===== src/rtl/core/lsa_ram.sv =====
`timescale 1ns / 1ps

module lsa_ram #(
	parameter int WIDTH = 16,
	parameter int DEPTH = 256
) (
	input  logic                     clk,
	input  logic                     we,
	input  logic [$clog2(DEPTH)-1:0] waddr,
	input  logic [WIDTH-1:0]         wdata,
	input  logic [$clog2(DEPTH)-1:0] raddr,
	output logic [WIDTH-1:0]         rdata
);

	logic [WIDTH-1:0] mem [DEPTH];

	always_ff @(posedge clk) begin
		if (we) begin
			mem[waddr] <= wdata;
		end
		rdata <= mem[raddr];
	end

endmodule


===== config.mk =====
export PLATFORM = sky130hd
export DESIGN_NAME = lsa_ram
export DESIGN_NICKNAME = d
export VERILOG_FILES = /design/src/rtl/core/lsa_ram.sv
export SDC_FILE = /design/constraint.sdc
export NUM_CORES = 2
export LEC_CHECK = 0
export ABC_AREA = 1
export BUFFER_PORTS_ARGS = -buffer_cell sky130_fd_sc_hd__buf_2
export CAP_MARGIN = 20
export CORE_UTILIZATION = 40
export CTS_CLUSTER_DIAMETER = 50
export DETAILED_ROUTE_END_ITERATION = 6
export PLACE_DENSITY = 0.6
export SYNTH_ARGS = -nofsm -noshare
export SYNTH_HDL_FRONTEND = slang
export SYNTH_SLANG_ARGS = --single-unit
export TNS_END_PERCENT = 100

===== constraint.sdc =====
create_clock -name clk -period 2.65 [get_ports clk]
set_clock_uncertainty 0.15 [all_clocks]
set_input_delay 0.3975 -clock clk [delete_from_list [all_inputs] [get_ports clk]]
set_output_delay 0.3975 -clock clk [all_outputs]
set_load 0.05 [all_outputs]

## After elaboration in Yosys (flattened, before gate mapping)

Memories as Yosys holds them, arrays and structs flattened. A register that Yosys moved wholly into a read port is not among the register bits.
Index checks and enable logic that the tools add are counted.

| word-level totals | value |
|---|---|
| bits in writable memories | 4096 |
| memories kept | 1 |
| input bits | 34 |
| output and inout bits | 16 |
| flip-flop bits (word level) | 0 |
| logic and storage cells | 3 |

| operators by class | value |
|---|---|
| muxes and demuxes | 2 |

Memories:

| memory | words | width | read ports | clocked after Yosys merged registers in | wr ports | line | RTL |
|---|---|---|---|---|---|---|---|
| mem | 256 | 16 | 1 | 1 | 1 | 15 | `logic [WIDTH-1:0] mem [DEPTH];` |

Operator list:

| cell | count |
|---|---|
| 1-bit 2-to-1 mux | 2 |

## Depth between registers and ports, before layout

| depth | value |
|---|---|
| word-level depth | 2 |
| gate-level depth with buffers | 15 |
| gate-level depth less buffers | 11 |

## Worst setup path after synthesis

No wires, ideal clock.

| timing path | value |
|---|---|
| path kind | input to register |
| from | input port we |
| to | memory mem[162][0], enable pin |
| setup time | 0.388 ns |
| path buffers | 2 |
| data arrival time | 1.850 ns |
| setup slack | 0.262 ns |
| cell stages on the path | 4 |
| cells stage by stage | clkbuf_1 nand3_1 clkbuf_1 nor2_1 |

| on the way | value |
|---|---|
| cells in the longest elaborated chain, start to end | 2 |

Ends and longest elaborated chain:

| element | line | RTL |
|---|---|---|
| start, declared | 8 | `input logic we,` |
| 1-bit 2-to-1 mux | 18 | `if (we) begin` |
| 1-bit 2-to-1 mux (not written as such) | 19 | `mem[waddr] <= wdata;` |
| end, declared | 15 |  |

No other way between the ends.

==> results.txt <==
Run status: finished, violations left
Failing checks: setup timing
Syn Area/Cell: 12.2 µm²
Power Internal: 111 mW
Clock Power Share: 0.433
Total grt overflow: 0
Clock Sink Count: 4112
Synth Area in XOR/XNOR: 0
Final Slew Violations: 0
Pwr Density: 734 mW/mm²
Vias in the first global route: 105000
Register area share after synthesis: 0.744
Worst Path Max Fanout: 49
Compound-cell area share of the yosys netlist: 0
Cell Count Post-Placement: 19400
Setup WS post-layout: -0.0344 ns
CP max-delay cell: nand3_1
CTS Buffer Depth: 4
Fin. Hold Viols: 0
Mux cell area share after synthesis: 0
Post-route design area: 0.197 mm²
Final period utilization: 1.01
Worst-path clk slew: 0.06 ns
Overall routed net length: 514000 µm
Iteration count of the initial detailed-routing pass: 6
DR vias: 112000
Vias per inst: 5.54
Fillcell total: 36000
Cell Area, Placed: 0.182 mm²
Hold Path Cell Cnt: 7
Setup CP Type: input port to register
GRT Total Usage: 0.241
Slew @ Worst Pin: 1.19 ns
Final HPWL DP: 315000 µm
Worst vdd ir: 626 µV
Total CTS buffers: 439
Setup_tns: -0.0404 ns
Initial core utilization: 0.403
Initial DRC count: 14800
Synth Net Count: 13700
Global placer's final weighted congestion: 0.886
Routed wire per std cell: 25.5 µm
I/O pins: 50
Layout cells sized above 1: 0.129
DRC: 0
Largest family of logic cells by synthesized area: simple AND/OR/NAND/NOR gates
Post-Synthesis Cells: 13600
Postcts setup bufs: 0
Layout area overhead: 18.6%
Tmin final: 2.68 ns
Non-Filler Instances: 20200
Largest stage delay, worst path: 0.50 ns
Finish-stage setup viols: 2
Unrepaired setup endpoints after global routing: no
Switching power: 33.3 mW
Leakage: 69.6 nW
CORE AREA: 0.411 mm²
DIE HEIGHT: 646 µm
Worst min path class: input port to register
Worst EP required: 3.41 ns
Post-synthesis adder-cell area fraction: 0
Initial antenna violation count: 31
Cell row count: 235
Fin util: 0.478
CP startpoint kind: input port
# Max-Cap Violations: 0
Max transition margin: 0.203
DIE WIDTH: 646 µm
Clock Latency Late Sink: 1.01 ns
Post-synthesis register bit count: 4112
Post-synthesis instance area: 0.166 mm²
Critical path arrival: 3.44 ns
PortBufs: 49
Highest clock rate: 373 MHz
CTS tree: built
Sequential share of power: 0.498
Root Buffer Master: clkbuf_16
Library cells used by synthesis: 15
Most frequent cell on the critical path: nand3_1
Global-route wire length before repair: 742000 µm
Logic gate share of total power: 0.070
Htree depth: 5
CP cell instances: buf_12, buf_4, buf_12, buf_12, buf_4, nand2_1, nand3_1, nand3_1, nand3_1, nand3_1, nand3_1, nand3_1, nand2_1, nand2_1, nand2_1
Largest net degree at the start of global routing: 106
Nets: 14400
ANT nets after route: 0
Synth warn: 0
Simple-Gate Fraction of Synth Area: 0.224
Die area: 0.417 mm²
Sw frac: 0.231
Crit path capture type: register
FF-to-FF path depth: 10
flip-flops by register name, indices dropped and copies added, names as in the netlist:
name   count
mem     4096
rdata     16
layer usage:
layer | global-route usage | share of wire | up-vias | routed length [µm]
li1 | - | - | 50200 | -
met1 | 0.342 | 0.41 | 55300 | 210000
met2 | 0.371 | 0.45 | 5580 | 234000
met3 | 0.0398 | 0.094 | 920 | 48100
met4 | 0.0973 | 0.042 | 12 | 21800
met5 | 0 | 0.00071 | - | 366
timing repair:
item / CTS / global route
hold buffers: 18 / 0
endpoints found under the setup margin: 8 / 8
endpoints found under the hold margin: 2895 / 0
resized for setup: 8 / 8
final timing paths:
check	start	end	slack [ns]
min reg2reg	mem[180][7]	rdata[7]	0.85
max	raddr[0]	rdata[2]	-0.03
max reg2reg	mem[200][2]	rdata[2]	0.18
min	raddr[6]	rdata[3]	0.16
critical path, delay by kind of cell:
kind | cells | cell delay, ns
buf+inv | 5 | 1.19
simple gates | 10 | 1.71
placed cells by master, fill, tap and decap left out, types with 10 or more instances in the layout:
cell,synthesis,layout
diode_2,0,24
clkbuf_1,154,89
bufinv_16,0,56
clkbuf_16,0,443
nand2_2,0,16
nand3_1,4035,4026
inv_1,35,33
buf_4,163,790
clkinv_2,0,64
buf_2,495,27
buf_8,1,19
clkinv_1,0,83
nand2_1,4211,4195
nor2_1,283,271
nor2_2,0,12
clkinv_4,0,10
buf_12,1,388
dfxtp_1,16,13
inv_6,0,15
clkinvlp_4,0,21
edfxtp_1,4096,4096
dlygate4sd3_1,0,18
logic make-up after synthesis:
| logic type | count (synthesis) |
|---|---|
| AND/OR/NAND/NOR | 8529 |
| flip-flops | 4112 |
| buffers and inverters | 976 |
final cells by class:
type | count | area, µm² | share of cell area
flip-flops and latches | 4112 | 123000 | 0.627
diodes | 24 | 60.1 | 0.000306
multi-input cells | 8529 | 37200 | 0.189
clock inverters | 269 | 3130 | 0.0159
clock buffers | 537 | 11500 | 0.0585
repair buffers | 1243 | 14300 | 0.0728
inverters | 39 | 209 | 0.00106
well taps | 5451 | 6820 | 0.0347
synthesized netlist by cell type:
| cell type | number | area share |
|---|---|---|
| buf_2 | 495 | 0.015 |
| inv_2 | 2 | 0.000045 |
| edfxtp_1 | 4096 | 0.74 |
| buf_6 | 53 | 0.0036 |
| buf_8 | 1 | 0.000091 |
| nand2_1 | 4211 | 0.095 |
| clkbuf_1 | 154 | 0.0035 |
| inv_4 | 2 | 0.000075 |
| nor2_1 | 283 | 0.0064 |
| buf_12 | 1 | 0.00012 |
| buf_1 | 70 | 0.0016 |
| buf_4 | 163 | 0.0074 |
| dfxtp_1 | 16 | 0.0019 |
| nand3_1 | 4035 | 0.12 |
| inv_1 | 35 | 0.00079 |
metrics by stage:
step | hold WS (ns) | setup slack [ns] | total power [mW]
2_1_floorplan | 0.346 | 0.262 | 77.7
3_3_place_gp | 0.665 | -1.20 | 83.0
3_5_place_dp | 0.664 | -1.19 | 83.1
4_1_cts | 0.0463 | 0.0159 | 145
5_1_grt | 0.136 | 0.00884 | 148
6_report | 0.165 | -0.0344 | 144
power groups by stage:
stage	Sequential (mW)	Clock [mW]	Combinational, mW
2_1_floorplan	73.2	0	4.43
3_3_place_gp	73.2	0	9.83
3_5_place_dp	73.2	0	9.87
4_1_cts	71.8	63.0	9.94
5_1_grt	71.8	65.3	10.6
6_report	71.8	62.4	10.1
No activity file was read; power rests on OpenSTA's default activity.
