## src/rtl/core/lsa_pkg.sv

```systemverilog
`timescale 1ns / 1ps

package lsa_pkg;

	localparam int SLOT_COUNT = 64;
	localparam int REQ_COUNT  = 256;
	localparam int SLOT_W     = $clog2(SLOT_COUNT);
	localparam int REQ_W      = $clog2(REQ_COUNT);
	localparam int CNT_W      = REQ_W + 1;
	localparam int CFG_W      = 7;
	localparam int AMT_W      = 16;
	localparam int PROD_W     = 2 * AMT_W;
	localparam int TOTAL_W    = 40;
	localparam int OP_W       = 3;
	localparam int EV_W       = 3;
	localparam int ID_W       = 8;
	localparam int IDX_W      = 6;

	localparam logic [OP_W-1:0] OP_LOAD_RATE   = 3'd0;
	localparam logic [OP_W-1:0] OP_LOAD_WEIGHT = 3'd1;
	localparam logic [OP_W-1:0] OP_ARRIVE      = 3'd2;
	localparam logic [OP_W-1:0] OP_DEPART      = 3'd3;
	localparam logic [OP_W-1:0] OP_CLEAR       = 3'd4;

	localparam logic [EV_W-1:0] EV_LOADED   = 3'd0;
	localparam logic [EV_W-1:0] EV_GRANTED  = 3'd1;
	localparam logic [EV_W-1:0] EV_QUEUED   = 3'd2;
	localparam logic [EV_W-1:0] EV_RELEASED = 3'd3;
	localparam logic [EV_W-1:0] EV_CLEARED  = 3'd4;
	localparam logic [EV_W-1:0] EV_ERROR    = 3'd5;

endpackage

```

## src/rtl/core/lsa_prio.sv

```systemverilog
`timescale 1ns / 1ps

// Lowest set bit of the free map below the slot limit.
module lsa_prio (
	input  logic [lsa_pkg::SLOT_COUNT-1:0] map,
	input  logic [lsa_pkg::CFG_W-1:0]      lim,
	output logic                           found,
	output logic [lsa_pkg::SLOT_W-1:0]     idx
);

	always_comb begin
		found = 1'b0;
		idx   = '0;
		for (int i = lsa_pkg::SLOT_COUNT - 1; i >= 0; i--) begin
			if (map[i] && (i < int'(lim))) begin
				found = 1'b1;
				idx   = lsa_pkg::SLOT_W'(i);
			end
		end
	end

endmodule

```

## config.mk

```make
export PLATFORM = sky130hd
export DESIGN_NAME = lsa_prio
export DESIGN_NICKNAME = d
export VERILOG_FILES = /design/src/rtl/core/lsa_pkg.sv /design/src/rtl/core/lsa_prio.sv
export SDC_FILE = /design/constraint.sdc
export NUM_CORES = 1
export LEC_CHECK = 0
export BUFFER_PORTS_ARGS = -buffer_cell sky130_fd_sc_hd__buf_2
export CAP_MARGIN = 15
export CORE_UTILIZATION = 43
export DETAILED_ROUTE_END_ITERATION = 6
export GPL_TIMING_DRIVEN = 0
export PLACE_DENSITY = 0.72
export SYNTH_ARGS = -nofsm -noshare
export SYNTH_HDL_FRONTEND = slang
export SYNTH_SLANG_ARGS = --single-unit
export TNS_END_PERCENT = 20
```

## constraint.sdc

```tcl
create_clock -name vclk -period 4.16
set_clock_uncertainty 0.1 [all_clocks]
set_input_delay 0.624 -clock vclk [all_inputs]
set_output_delay 0.624 -clock vclk [all_outputs]
set_load 0.01 [all_outputs]
```

Yosys cells after proc, flatten, opt, wreduce, memory -nomap -nowiden
Cells that the tools add are included.
- order comparisons: 64
- muxes and demuxes: 128
- reduce and logical (&&, ||, !) cells: 64
- operators with widths (operator ; number):
    $mux W6 ; 64
    $lt A6 B7 Y1 const A ; 32
    $lt A5 B7 Y1 const A ; 16
    $logic_and A1 B1 Y1 ; 64
    $mux W1 ; 64
    $lt A4 B7 Y1 const A ; 8
    $lt A3 B7 Y1 const A ; 4
    $lt A1 B7 Y1 const A ; 2
    $lt A2 B7 Y1 const A ; 2
- word-level logic and storage cells: 256
- output and inout bits: 7
- input port bits: 71
- flip-flop bits (word level): 0

Longest topological paths before layout
- depth in word-level cells: 66
- gate-level depth with buffers: 11
- mapped depth without buffers: 7

Worst setup path before layout
Ideal clock, no wire load.
- path type: input to output
- start point: input lim[1] in the netlist's numbering
- end point: output idx[0] in the netlist's numbering
- stages: 9
- path slack: 960 ps
- arrival time: 2476 ps
- buffers on the path: 2
- data required time: 3436 ps
- path through: buf_2 -> or3_4 -> buf_6 -> o2111a_1 -> a2111oi_4 -> nand4_1 -> nor2_1 -> a211oi_2 -> o31ai_2
- longest elaborated chain between the ends: 66
- elaborated cells between the ends (all ways): 192
- classes of those cells: order compare: 64; mux: 64; reduce/logical: 64
- RTL lines (element ; line ; source):
    start: declaration ; lsa_prio.sv:6 ; input logic [lsa_pkg::CFG_W-1:0] lim,
    $lt A6 B7 Y1 ; lsa_prio.sv:15 ; if (map[i] && (i < int'(lim))) begin
    $logic_and A1 B1 Y1 ; lsa_prio.sv:15 ;
    $mux W6 (63 in series) ; lsa_prio.sv:15 ;
    $mux W6 * ; lsa_prio.sv:15 ;
    end: declaration ; lsa_prio.sv:8 ; output logic [lsa_pkg::SLOT_W-1:0] idx
Mark *: on every way between the ends. The rest lies on a longest branch, timed or not.

Final worst setup path
- start point: input lim[0] in the netlist's numbering
- end point: output idx[1] in the netlist's numbering
The elaborated chain is that of the path after synthesis.

==> key figures <==
Setup path
  • Worst setup SP type: input port
  • Crit Path Class: in -> out
  • Worst EP arrival: ~3.2 ns
  • Crit Path Max Fanout: 10
  • CP Capture Type: output pin
  • Setup crit end: idx[1]
  • Setup crit start: lim[0]
  • Worst EP required: ~3.4 ns

Logic synthesis
  • Yosys cell types: 72
  • Synth area leader: o21ai_0
  • Adder-cell area share of the yosys netlist: 0.488%
  • Simple-gate share of the synthesized area: 32.0%
  • Post-synthesis mux area share: 0%
  • Compound-Gate Fraction of Synth Area: between 50% and 60%
  • Share of the synthesized area in the top cell type: under 10%
  • Syn nets: just under 400
  • Syn avg cell area: ~6.4 sq um
  • Syn Inst Count: ~320
  • Synth area leaders: o21ai_0 9.5%, a21oi_1 6.1%, nor2_1 3.7%
  • Synthesis warning total: 0
  • Post-Synth XOR/XNOR Area: 0%
  • Sequential element share of the synthesized area: 0%
  • Synthesized area: 2050 sq um
  • Main combinational cell family by area after synthesis: compound AO/OA/AOI/OAI gates

Floorplanning
  • Die extent in y: 71.1 um
  • Io pins: ~80
  • Initial core utilization: 45.8%
  • Std-Cell Rows: 24
  • DIE WIDTH: 71.1 um
  • Die area: 5050 sq um
  • Total core area: approximately 4500 sq um

Timing
  • Hold Vio Cnt, Final: 0
  • Worst Max-Slew Pin Slew: 0.905 ns
  • FMAX: between 200 and 300 MHz
  • RSZ-0062 raised after global routing: no
  • Setup violators final: 0
  • Post-route setup TNS: 0 ns
  • Final period utilization: 93.5%
  • Normalized max-slew margin: 39.2%
  • Fin. max-slew vios: 0
  • Period minus WS final: 3.89 ns

Layout
  • Final cell count without fillers: 450
  • Commonest non-fill, non-tap cell in the layout: buf_2
  • Layout cell share with drive strength beyond 1: 27.1%
  • # diodes: 0
  • Clk_buf instances: 0
  • Register area: 0 sq um
  • Area grow syn2layout: 22.0%
  • # nets final: 471
  • Num sequential: 0
  • Most frequent cells in the layout: 88 x buf_2, 38 x o21ai_0, 25 x a21oi_1
  • Fill cell count: 491

GRT
  • Vias in the first global route: 2565
  • Initial antenna violation count: 0
  • All-Layer GR Usage: 30.8%
  • Pin count of the biggest net entering global routing: 11
  • First-pass GRT wire length: 12600 um
  • GRT overflow: 0

Place
  • PortBufs: 77
  • Routability cong.: 1.01
  • Detail Placement HPWL: about 6300 um
  • Post-placement cell count: 450

Power and ir drop
  • PD cells: between 100 and 150 nW/um^2
  • VDD IR max: 0.0672 mV
  • Total chip power: 256 uW
  • Static leakage: 0.00101 uW

Route
  • Avg WL per Cell: 18.2 um
  • Final wirelength: between 8000 and 9000 um
  • DRC: 6
  • 1st-iter DRT viols: roughly 280
  • Vias per cell: 6.81
  • Initial DRT Pass Iterations: 7
  • Via Count: 3065
  • Post-DRT Antenna Nets: 0

Clock network
  • CTS hold repair buffers: 0
  • Setup bufs post-CTS: 0

Run status
  • Outcome: finished, violations left
  • Failing checks: DRC

Worst hold path
  • Worst hold path type: in -> out

Flow run
  • MaxCap Viol Count: 0
[critical path, stage by stage]
cell,delay (ns)
buf_2,0.08
buf_2,0.23
o21a_1,0.14
clkbuf_1,0.54
o21ai_0,0.29
o21a_1,0.25
o2111ai_1,0.19
o211ai_1,0.15
a2111oi_0,0.41
nor2_1,0.11
buf_2,0.16
[cells by family after synthesis]
family,after synthesis
compound gates,166
fa+ha+maj,1
buf+inv,40
simple gates,114
[synthesized netlist by cell type (3+ instances only)]
cell type	number
o21a_1	9
buf_2	11
o221ai_1	5
and2_1	4
o211ai_1	7
nand2b_1	4
nand4_1	10
a21oi_1	25
clkbuf_1	12
a21o_1	7
o31a_1	5
nand2_1	15
nor2b_1	8
a211oi_1	3
o211a_1	3
nor3b_1	4
o2111a_1	3
a22oi_1	4
nand3_1	9
and3_1	10
o2111ai_1	4
inv_1	12
nor2_1	20
o21ai_0	39
nor3_1	7
o311ai_0	3
nand3b_1	3
o21ai_1	10
a31oi_1	5
buf_6	5
[area by class of cell]
cell class / count / area (sq um) / area share, %
multi-input combinational: 281 / 1850 / 73.9
buffer: 28 / 156 / 6.25
inverter: 12 / 45.0 / 1.80
timing repair buffer: 77 / 385 / 15.4
tap: 52 / 65.1 / 2.60
[worst min path at each step]
| stage | startpoint | end | cells after the start |
|---|---|---|---|
| 6_report | map[0] | idx[0] | 5 |
| 5_1_grt | map[0] | idx[0] | 5 |
| 4_1_cts | map[0] | idx[0] | 5 |
| 3_5_place_dp | map[0] | idx[0] | 5 |
| 3_3_place_gp | map[0] | idx[0] | 5 |
| 2_1_floorplan | map[0] | idx[0] | 3 |
[report_power, final]
group	leakage [uW]	switching (uW)	total, uW	internal, uW
clock	0	0	0	0
combinational	0.00101	153	256	103
sequential	0	0	0	0
total	0.00101	153	256	103
[timing repair]
action / CTS / global route
endpoints found under the hold margin: 0 / 0
gates resized for setup: 0 / 1
endpoints found under the setup margin: 0 / 1
[through the flow]
stage	setup WS (ns)	cell area [sq um]	hold slack [ns]	util (%)
floorplan	0.960	2050	1.35	-
global placement	0.371	2500	1.61	55.9
detailed placement	0.360	2500	1.62	55.9
CTS	0.395	2500	1.62	55.9
global route	0.0404	2500	1.66	55.9
finish	0.270	2500	1.61	55.9
[per-layer routing]
metal	global-route usage (%)	wire, um
met1	42.2	3470
met2	51.4	3730
met3	3.42	833
met4	7.78	143
met5	0	0
No activity file was read; power rests on OpenSTA's default activity.
